$ cat config.mk
export PLATFORM = sky130hd
export DESIGN_NAME = rc4_stream_cipher
export DESIGN_NICKNAME = d
export VERILOG_FILES = /design/src/hdl/rc4_pkg.sv /design/src/hdl/rc4_ctrl.sv /design/src/hdl/rc4_dp.sv /design/src/hdl/rc4_stream_cipher.sv
export SDC_FILE = /design/constraint.sdc
export NUM_CORES = 2
export LEC_CHECK = 0
export BUFFER_PORTS_ARGS = -buffer_cell sky130_fd_sc_hd__buf_2
export CORE_MARGIN = 5
export CORE_UTILIZATION = 42
export CTS_CLUSTER_SIZE = 28
export DETAILED_ROUTE_END_ITERATION = 6
export PLACE_DENSITY = 0.54
export SKIP_LAST_GASP = 1
export SLEW_MARGIN = 20
export SYNTH_ARGS = -nofsm -noshare
export SYNTH_HDL_FRONTEND = slang
export SYNTH_SLANG_ARGS = --single-unit
$ cat constraint.sdc
create_clock -name i_clk -period 16 [get_ports i_clk]
set_input_delay 2.4 -clock i_clk [delete_from_list [all_inputs] [get_ports i_clk]]
set_output_delay 2.4 -clock i_clk [all_outputs]
set_load 0.1 [all_outputs]
$ cat src/hdl/rc4_pkg.sv
// rc4 package: shared constants, controller states and the command and
// status structs between the controller and the datapath. no dependencies.
`default_nettype none

package rc4_pkg;

    localparam int BYTE_W      = 8;
    localparam int BOX_DEPTH   = 256;
    localparam int KEY_MAX_DEF = 32;

    // controller states
    typedef enum logic [3:0] {
        ST_FILL,
        ST_IDLE,
        ST_KEY,
        ST_KS_RD,
        ST_KS_J,
        ST_KS_WI,
        ST_KS_WJ,
        ST_KS_DONE,
        ST_PR_I,
        ST_PR_J,
        ST_PR_WI,
        ST_PR_WJ,
        ST_PR_OUT
    } t_state;

    // datapath commands, at most one step command per cycle
    typedef struct packed {
        logic in_load;
        logic store_key;
        logic fill;
        logic ks_rd;
        logic ks_j;
        logic ks_wi;
        logic ks_wj;
        logic ks_done;
        logic pr_i;
        logic pr_j;
        logic pr_wi;
        logic pr_wj;
        logic out_load;
    } t_dp_cmd;

    // datapath status
    typedef struct packed {
        logic idx_last;
        logic out_free;
    } t_dp_sts;

endpackage

`default_nettype wire

$ cat src/hdl/rc4_ctrl.sv
// rc4 controller: state machine sequencing clearing pass, key schedule and
// keystream steps. depends on rc4_pkg.
`default_nettype none

module rc4_ctrl
    import rc4_pkg::*;
(
    input  wire logic    i_clk,
    input  wire logic    i_rst_n,
    input  wire logic    i_in_valid,
    input  wire logic    i_kind,
    input  wire logic    i_last_key_byte,
    output logic         o_in_stall,
    input  wire t_dp_sts i_sts,
    output t_dp_cmd      o_cmd
);

    t_state r_state, n_state;
    logic   r_last;
    logic   accept;

    assign accept     = (r_state == ST_IDLE) && i_in_valid;
    assign o_in_stall = (r_state != ST_IDLE);

    // state and last-key mark registers
    always_ff @(posedge i_clk) begin
        if (!i_rst_n) begin
            r_state <= ST_FILL;
            r_last  <= 1'b0;
        end else begin
            r_state <= n_state;
            if (accept) begin
                r_last <= i_last_key_byte;
            end
        end
    end

    // next state
    always_comb begin
        n_state = r_state;
        case (r_state)
            ST_FILL: begin
                if (i_sts.idx_last) begin
                    n_state = r_last ? ST_KS_RD : ST_IDLE;
                end
            end
            ST_IDLE: begin
                if (i_in_valid) begin
                    n_state = i_kind ? ST_PR_I : ST_KEY;
                end
            end
            ST_KEY:     n_state = r_last ? ST_FILL : ST_IDLE;
            ST_KS_RD:   n_state = ST_KS_J;
            ST_KS_J:    n_state = ST_KS_WI;
            ST_KS_WI:   n_state = ST_KS_WJ;
            ST_KS_WJ:   n_state = i_sts.idx_last ? ST_KS_DONE : ST_KS_RD;
            ST_KS_DONE: n_state = ST_IDLE;
            ST_PR_I:    n_state = ST_PR_J;
            ST_PR_J:    n_state = ST_PR_WI;
            ST_PR_WI:   n_state = ST_PR_WJ;
            ST_PR_WJ:   n_state = ST_PR_OUT;
            ST_PR_OUT: begin
                if (i_sts.out_free) begin
                    n_state = ST_IDLE;
                end
            end
            default:    n_state = ST_FILL;
        endcase
    end

    // command decode
    always_comb begin
        o_cmd         = '0;
        o_cmd.in_load = accept;
        case (r_state)
            ST_FILL:    o_cmd.fill      = 1'b1;
            ST_KEY:     o_cmd.store_key = 1'b1;
            ST_KS_RD:   o_cmd.ks_rd     = 1'b1;
            ST_KS_J:    o_cmd.ks_j      = 1'b1;
            ST_KS_WI:   o_cmd.ks_wi     = 1'b1;
            ST_KS_WJ:   o_cmd.ks_wj     = 1'b1;
            ST_KS_DONE: o_cmd.ks_done   = 1'b1;
            ST_PR_I:    o_cmd.pr_i      = 1'b1;
            ST_PR_J:    o_cmd.pr_j      = 1'b1;
            ST_PR_WI:   o_cmd.pr_wi     = 1'b1;
            ST_PR_WJ:   o_cmd.pr_wj     = 1'b1;
            ST_PR_OUT:  o_cmd.out_load  = i_sts.out_free;
            default:    o_cmd.fill      = 1'b0;
        endcase
    end

endmodule

`default_nettype wire

$ cat src/hdl/rc4_dp.sv
// rc4 datapath: permutation box and key store memories, indices, key count
// and the output register. depends on rc4_pkg.
`default_nettype none

module rc4_dp
    import rc4_pkg::*;
#(
    parameter int KEY_MAX = KEY_MAX_DEF
) (
    input  wire logic              i_clk,
    input  wire logic              i_rst_n,
    input  wire t_dp_cmd           i_cmd,
    output t_dp_sts                o_sts,
    input  wire logic [BYTE_W-1:0] i_byte_in,
    input  wire logic              i_out_stall,
    output logic                   o_out_valid,
    output logic [BYTE_W-1:0]      o_byte_out
);

    localparam int CNT_W  = $clog2(KEY_MAX + 1);
    localparam int KIDX_W = (KEY_MAX > 1) ? $clog2(KEY_MAX) : 1;

    // memories
    logic [BYTE_W-1:0] r_box [BOX_DEPTH];
    logic [BYTE_W-1:0] r_key [KEY_MAX];
    logic [BYTE_W-1:0] r_box_rdata;
    logic [BYTE_W-1:0] r_kdata;

    // control registers
    logic [BYTE_W-1:0] r_n;
    logic [BYTE_W-1:0] r_i;
    logic [BYTE_W-1:0] r_j;
    logic [CNT_W-1:0]  r_count;
    logic [KIDX_W-1:0] r_k;
    logic              r_out_valid;

    // payload registers
    logic [BYTE_W-1:0] r_byte;
    logic [BYTE_W-1:0] r_si;
    logic [BYTE_W-1:0] r_sj;
    logic              r_fwd;
    logic [BYTE_W-1:0] r_byte_out;

    logic              box_we;
    logic [BYTE_W-1:0] box_waddr;
    logic [BYTE_W-1:0] box_wdata;
    logic              box_re;
    logic [BYTE_W-1:0] box_raddr;
    logic [BYTE_W-1:0] j_sum;
    logic [BYTE_W-1:0] inc_i;
    logic [BYTE_W-1:0] ks_addr;
    logic [CNT_W-1:0]  k_next;
    logic              out_free;

    assign j_sum    = r_j + r_kdata + r_box_rdata;
    assign inc_i    = r_i + BYTE_W'(1);
    assign ks_addr  = r_si + r_sj;
    assign k_next   = CNT_W'(r_k) + CNT_W'(1);
    assign out_free = !r_out_valid || !i_out_stall;

    assign o_sts.idx_last = (r_n == BYTE_W'(BOX_DEPTH - 1));
    assign o_sts.out_free = out_free;
    assign o_out_valid    = r_out_valid;
    assign o_byte_out     = r_byte_out;

    // box port address and data selection
    always_comb begin
        box_we    = 1'b0;
        box_waddr = r_n;
        box_wdata = r_n;
        box_re    = 1'b0;
        box_raddr = r_n;
        if (i_cmd.fill) begin
            box_we = 1'b1;
        end else if (i_cmd.ks_rd) begin
            box_re = 1'b1;
        end else if (i_cmd.ks_j) begin
            box_re    = 1'b1;
            box_raddr = j_sum;
        end else if (i_cmd.ks_wi) begin
            box_we    = 1'b1;
            box_wdata = r_box_rdata;
        end else if (i_cmd.ks_wj) begin
            box_we    = 1'b1;
            box_waddr = r_j;
            box_wdata = r_si;
        end else if (i_cmd.pr_i) begin
            box_re    = 1'b1;
            box_raddr = inc_i;
        end else if (i_cmd.pr_j) begin
            box_re    = 1'b1;
            box_raddr = r_j + r_box_rdata;
        end else if (i_cmd.pr_wi) begin
            box_we    = 1'b1;
            box_waddr = r_i;
            box_wdata = r_box_rdata;
        end else if (i_cmd.pr_wj) begin
            box_we    = 1'b1;
            box_waddr = r_j;
            box_wdata = r_si;
            box_re    = 1'b1;
            box_raddr = ks_addr;
        end
    end

    // permutation box, registered read returns old data
    always_ff @(posedge i_clk) begin
        if (box_we) begin
            r_box[box_waddr] <= box_wdata;
        end
        if (box_re) begin
            r_box_rdata <= r_box[box_raddr];
        end
    end

    // key store
    always_ff @(posedge i_clk) begin
        if (i_cmd.store_key && (r_count < CNT_W'(KEY_MAX))) begin
            r_key[r_count[KIDX_W-1:0]] <= r_byte;
        end
        if (i_cmd.ks_rd) begin
            r_kdata <= r_key[r_k];
        end
    end

    // indices, counters and output valid
    always_ff @(posedge i_clk) begin
        if (!i_rst_n) begin
            r_n         <= '0;
            r_i         <= '0;
            r_j         <= '0;
            r_count     <= '0;
            r_k         <= '0;
            r_out_valid <= 1'b0;
        end else begin
            if (i_cmd.fill) begin
                r_n <= r_n + BYTE_W'(1);
                r_j <= '0;
                r_k <= '0;
            end
            if (i_cmd.store_key && (r_count < CNT_W'(KEY_MAX))) begin
                r_count <= r_count + CNT_W'(1);
            end
            if (i_cmd.ks_j) begin
                r_j <= j_sum;
            end
            if (i_cmd.ks_wj) begin
                r_n <= r_n + BYTE_W'(1);
                r_k <= (k_next == r_count) ? '0 : k_next[KIDX_W-1:0];
            end
            if (i_cmd.ks_done) begin
                r_i     <= '0;
                r_j     <= '0;
                r_count <= '0;
            end
            if (i_cmd.pr_i) begin
                r_i <= inc_i;
            end
            if (i_cmd.pr_j) begin
                r_j <= r_j + r_box_rdata;
            end
            if (i_cmd.out_load) begin
                r_out_valid <= 1'b1;
            end else if (!i_out_stall) begin
                r_out_valid <= 1'b0;
            end
        end
    end

    // byte latch, swap operands and output data
    always_ff @(posedge i_clk) begin
        if (i_cmd.in_load) begin
            r_byte <= i_byte_in;
        end
        if (i_cmd.ks_j || i_cmd.pr_j) begin
            r_si <= r_box_rdata;
        end
        if (i_cmd.pr_wi) begin
            r_sj <= r_box_rdata;
        end
        // keystream address hits the entry being written this cycle
        if (i_cmd.pr_wj) begin
            r_fwd <= (ks_addr == r_j);
        end
        if (i_cmd.out_load) begin
            r_byte_out <= r_byte ^ (r_fwd ? r_si : r_box_rdata);
        end
    end

endmodule

`default_nettype wire

$ cat src/hdl/rc4_stream_cipher.sv
// rc4 stream cipher top level: joins the controller and the datapath.
// depends on rc4_pkg, rc4_ctrl and rc4_dp.
`default_nettype none

// RC4 stream cipher. Key bytes (kind 0) are collected, up to KEY_MAX; the
// byte marked last starts the key schedule. Data bytes (kind 1) come back
// XORed with the next keystream byte; encryption and decryption are the
// same. The permutation box is a 256 x 8 memory with one write and one
// registered read port, and its access sequence sets the timing: a data
// byte is accepted, then takes 4 box steps and the output load before the
// next acceptance, the load waiting while a previous result still sits on a
// stalled output; a key byte takes a store step, and the last key byte adds
// an identity fill, a key schedule (4 box steps per swap) and a closing
// step. After reset the box is set to the identity by a clearing pass while
// the input stays stalled. A finished result waits in the output register,
// and the next item is accepted meanwhile.
module rc4_stream_cipher
    import rc4_pkg::*;
#(
    parameter int KEY_MAX = KEY_MAX_DEF
) (
    input  wire logic              i_clk,
    input  wire logic              i_rst_n,
    input  wire logic              i_in_valid,
    output logic                   o_in_stall,
    input  wire logic              i_kind,
    input  wire logic [BYTE_W-1:0] i_byte_in,
    input  wire logic              i_last_key_byte,
    output logic                   o_out_valid,
    input  wire logic              i_out_stall,
    output logic [BYTE_W-1:0]      o_byte_out
);

    t_dp_cmd cmd;
    t_dp_sts sts;

    // sequencing
    rc4_ctrl u_ctrl (
        .i_clk           (i_clk),
        .i_rst_n         (i_rst_n),
        .i_in_valid      (i_in_valid),
        .i_kind          (i_kind),
        .i_last_key_byte (i_last_key_byte),
        .o_in_stall      (o_in_stall),
        .i_sts           (sts),
        .o_cmd           (cmd)
    );

    // box, key store and output register
    rc4_dp #(
        .KEY_MAX (KEY_MAX)
    ) u_dp (
        .i_clk       (i_clk),
        .i_rst_n     (i_rst_n),
        .i_cmd       (cmd),
        .o_sts       (sts),
        .i_byte_in   (i_byte_in),
        .i_out_stall (i_out_stall),
        .o_out_valid (o_out_valid),
        .o_byte_out  (o_byte_out)
    );

endmodule

`default_nettype wire

==> metrics.yaml <==
status: "finished clean"
startpoint_type: "flip-flop"
criticalPathCategory: "flip-flop to flip-flop"
arrival_ns: 8.02
drcViolationCount: 0
drive_above_1_share_pct: 8.98
grt_pass1_vias: 57400
cts_root_buf: "clkbuf_16"
place_inst: 9757
overflow: 0
nets: 7026
reg2reg_depth: 14
synth_area_sq_um: 97500
dp_slack_ns: 8.80
use_met3_pct: 3.99
cp_max_fo: 84
grtUsageMet2_pct: 36.7
maxSlewHeadroom_pct: 12.0
syn_to_final_growth_pct: 11.2
placed_cell_area_sq_um: 100000
ant_nets: 0
skew_ns: 0.0806
clk_latency_ns: 0.91
yosys-top-cells-count: "edfxtp_1 (2353), nand2_1 (1700), nand3_1 (653)"
required_ns: 16.64
critPathCaptureType: "flip-flop"
rrSetupSlack_ns: 8.62
cts_setup_buffers: 0
yosysSeqAreaShare_pct: 73.3
synthDominantCellAreaShare_pct: 72.5
cts_tree: "done"
path_clk_slew_ns: 0.06
wl_per_cell_um: 28.3
fin_crit_sh_pct: 46.1
tightest_slew_ns: 1.32
cts.sinks: 2394
yosysMostFrequentCell: "edfxtp_1"
die_height_um: 492
maxSlewViolCount: 0
grt_max_degree: 212
worst_slack_ns: 8.62
start_util_pct: 42.3
grt_pass1_wl_mm: 416
synthTopCellsByArea: "edfxtp_1 (72%), nand2_1 (6.5%), nand3_1 (3.4%)"
yosysWarnings: 0
fin_area_sq_um: 108000
io_pins: 24
setup_viol: 0
holdCritPathClass: "flip-flop to flip-flop"
instances_no_fill: 10200
rows: 176
dr.pass1.iters: 6
vias_per_cell: 5.86
gp_congestion: 0.908
synth_area_leader_cell: "edfxtp_1"
synth.distinct_cells: 103
p_per_area_nw_per_um2: 122
avgSynthCellArea_sq_um: 13.8
fp.dieW_um: 492
cts_buffer_depth: 3
hold_depth: 2
r2r_end: "u_dp.r_box_rdata[7]"
port-buffer-count: 23
max_freq_ghz: 0.135
vdd_drop_max_v: 0.000111
htreeDepth: 4
period_minus_slack_ns: 7.38
holdBufCountCts: 0
synth_enable_flop_cells: 2353
timing.rr.start: "u_ctrl.r_state[1]"
finalWirelength_mm: 289
drt_iter0_drc: 6425
die_area_sq_um: 242000
synthArstFlopShare_pct: 0
grtUsageMet1_pct: 32.7
hpwl_mm: 165
grt_usage_pct: 23.2
cts-resized-gates: 0
hold_path_end: "u_dp.o_out_valid"
synth_cells: 7038
synth_ff_type: "edfxtp_1"
final.setup.tns_ns: 0
ys_ff_latch: 2394
max_cap_violations: 0
core-area_sq_um: 231000
cts_buffers: 237
rsz0062_at_grt: "false"
min_from: "u_dp.o_out_valid"
finalHoldViolCount: 0
synth_nets: 7089
busiest_layer: "met2"
p_leak_nw: 36.2
antenna_found_initial: 9
vias: 59700
## power by group
group          switching, mW  internal, mW  leakage (nW)
Clock                   2.44          3.18          3.79
Combinational          0.563         0.189          10.7
Sequential           0.00478          6.84          21.7
## flip-flops by register name, indices dropped and copies added (netlist names), 8 cells and up
name / flops
u_dp.r_box: 2048
u_dp.r_key: 256
u_dp.o_byte_out: 8
u_dp.r_box_rdata: 8
u_dp.r_byte: 8
u_dp.r_i: 8
u_dp.r_j: 8
u_dp.r_kdata: 8
u_dp.r_n: 8
u_dp.r_si: 8
u_dp.r_sj: 8
## critical path, stage by stage (launching register included)
cell and delay [ns]:
dfxtp_2 0.60, buf_4 0.44, nand2b_1 0.43, a211oi_1 0.38
o311ai_2 0.22, nand2_8 0.46, buf_4 0.90, buf_4 0.77
mux2i_1 0.26, a32oi_1 0.08, nand4_1 0.26, a21oi_1 0.26
nor3_1 0.94, o311ai_1 0.61, and4b_1 0.39
## metrics by stage
stage / total power, mW / utilization, % / hold slack [ns]
final: 13.2 / 47.0 / 0.584
after global placement: 7.72 / 43.5 / 0.548
after global routing: 13.6 / 47.0 / 0.608
after detailed placement: 7.73 / 43.6 / 0.551
after floorplan: 7.45 / - / 0.484
after CTS: 13.3 / 47.0 / 0.563
## cells in the final DEF, fill, tap and decap left out, types with 9 or more instances in the layout
cell type     n
nand2b_1     14
edfxtp_1   2353
a211oi_1      9
mux4_2       80
xor2_1       18
xnor2_1      35
nand3_1     653
inv_1        27
nor2b_1      12
a22oi_1      11
buf_12       12
dfxtp_1      35
nor3_1       37
nand2_1    1690
ha_1         27
bufinv_16    27
fa_1         10
clkinv_2     43
o22ai_1      38
and3_1       37
a32o_1       12
clkinv_16    12
a31oi_1      37
a32oi_1     190
clkinv_1     49
buf_4       107
o21ai_0      66
nor2_1      399
a21oi_1     106
clkbuf_16   237
nand4_1     155
buf_2        23
mux2_2       12
mux2i_1     279
or3_1        11
a311oi_1     22
a21o_1       14
clkbuf_1     44
## logic make-up after synthesis
kind of cell    after synthesis  share of synthesized area (%)
simple gates               3078                           13.6
flops                      2394                           73.3
compound gates              625                           4.78
buf+inv                     479                           2.39
mux                         371                           4.85
xor+xnor                     54                          0.502
fa+ha+maj                    37                          0.552
## how the worst max path moves through the flow
stage	startpoint	to
floorplan	u_ctrl.r_state[3]	u_dp.r_box[0][5]
global placement	u_ctrl.r_state[1]	u_dp.r_box_rdata[2]
detailed placement	u_dp.r_box_rdata[1]	u_dp.r_box_rdata[7]
CTS	u_dp.r_box_rdata[1]	u_dp.r_box_rdata[7]
global route	u_ctrl.r_state[1]	u_dp.r_box_rdata[7]
finish	u_ctrl.r_state[1]	u_dp.r_box_rdata[7]
## per-layer routing
layer	routed length, um	share of wire, %
met1	122000	42
met2	135000	47
met3	21200	7.4
met4	10600	3.7
met5	0	0
## cell type report
class | instances | area (sq um)
fill | 20000 | 122000
sequential | 2394 | 71500
multi-input combinational | 4165 | 23900
clock buffer | 284 | 6140
tap | 3026 | 3790
clock inverter | 143 | 1690
timing repair buffer | 149 | 1280
inverter | 28 | 105
antenna | 3 | 7.51
Note: power is estimated with default switching activity, not from simulation.
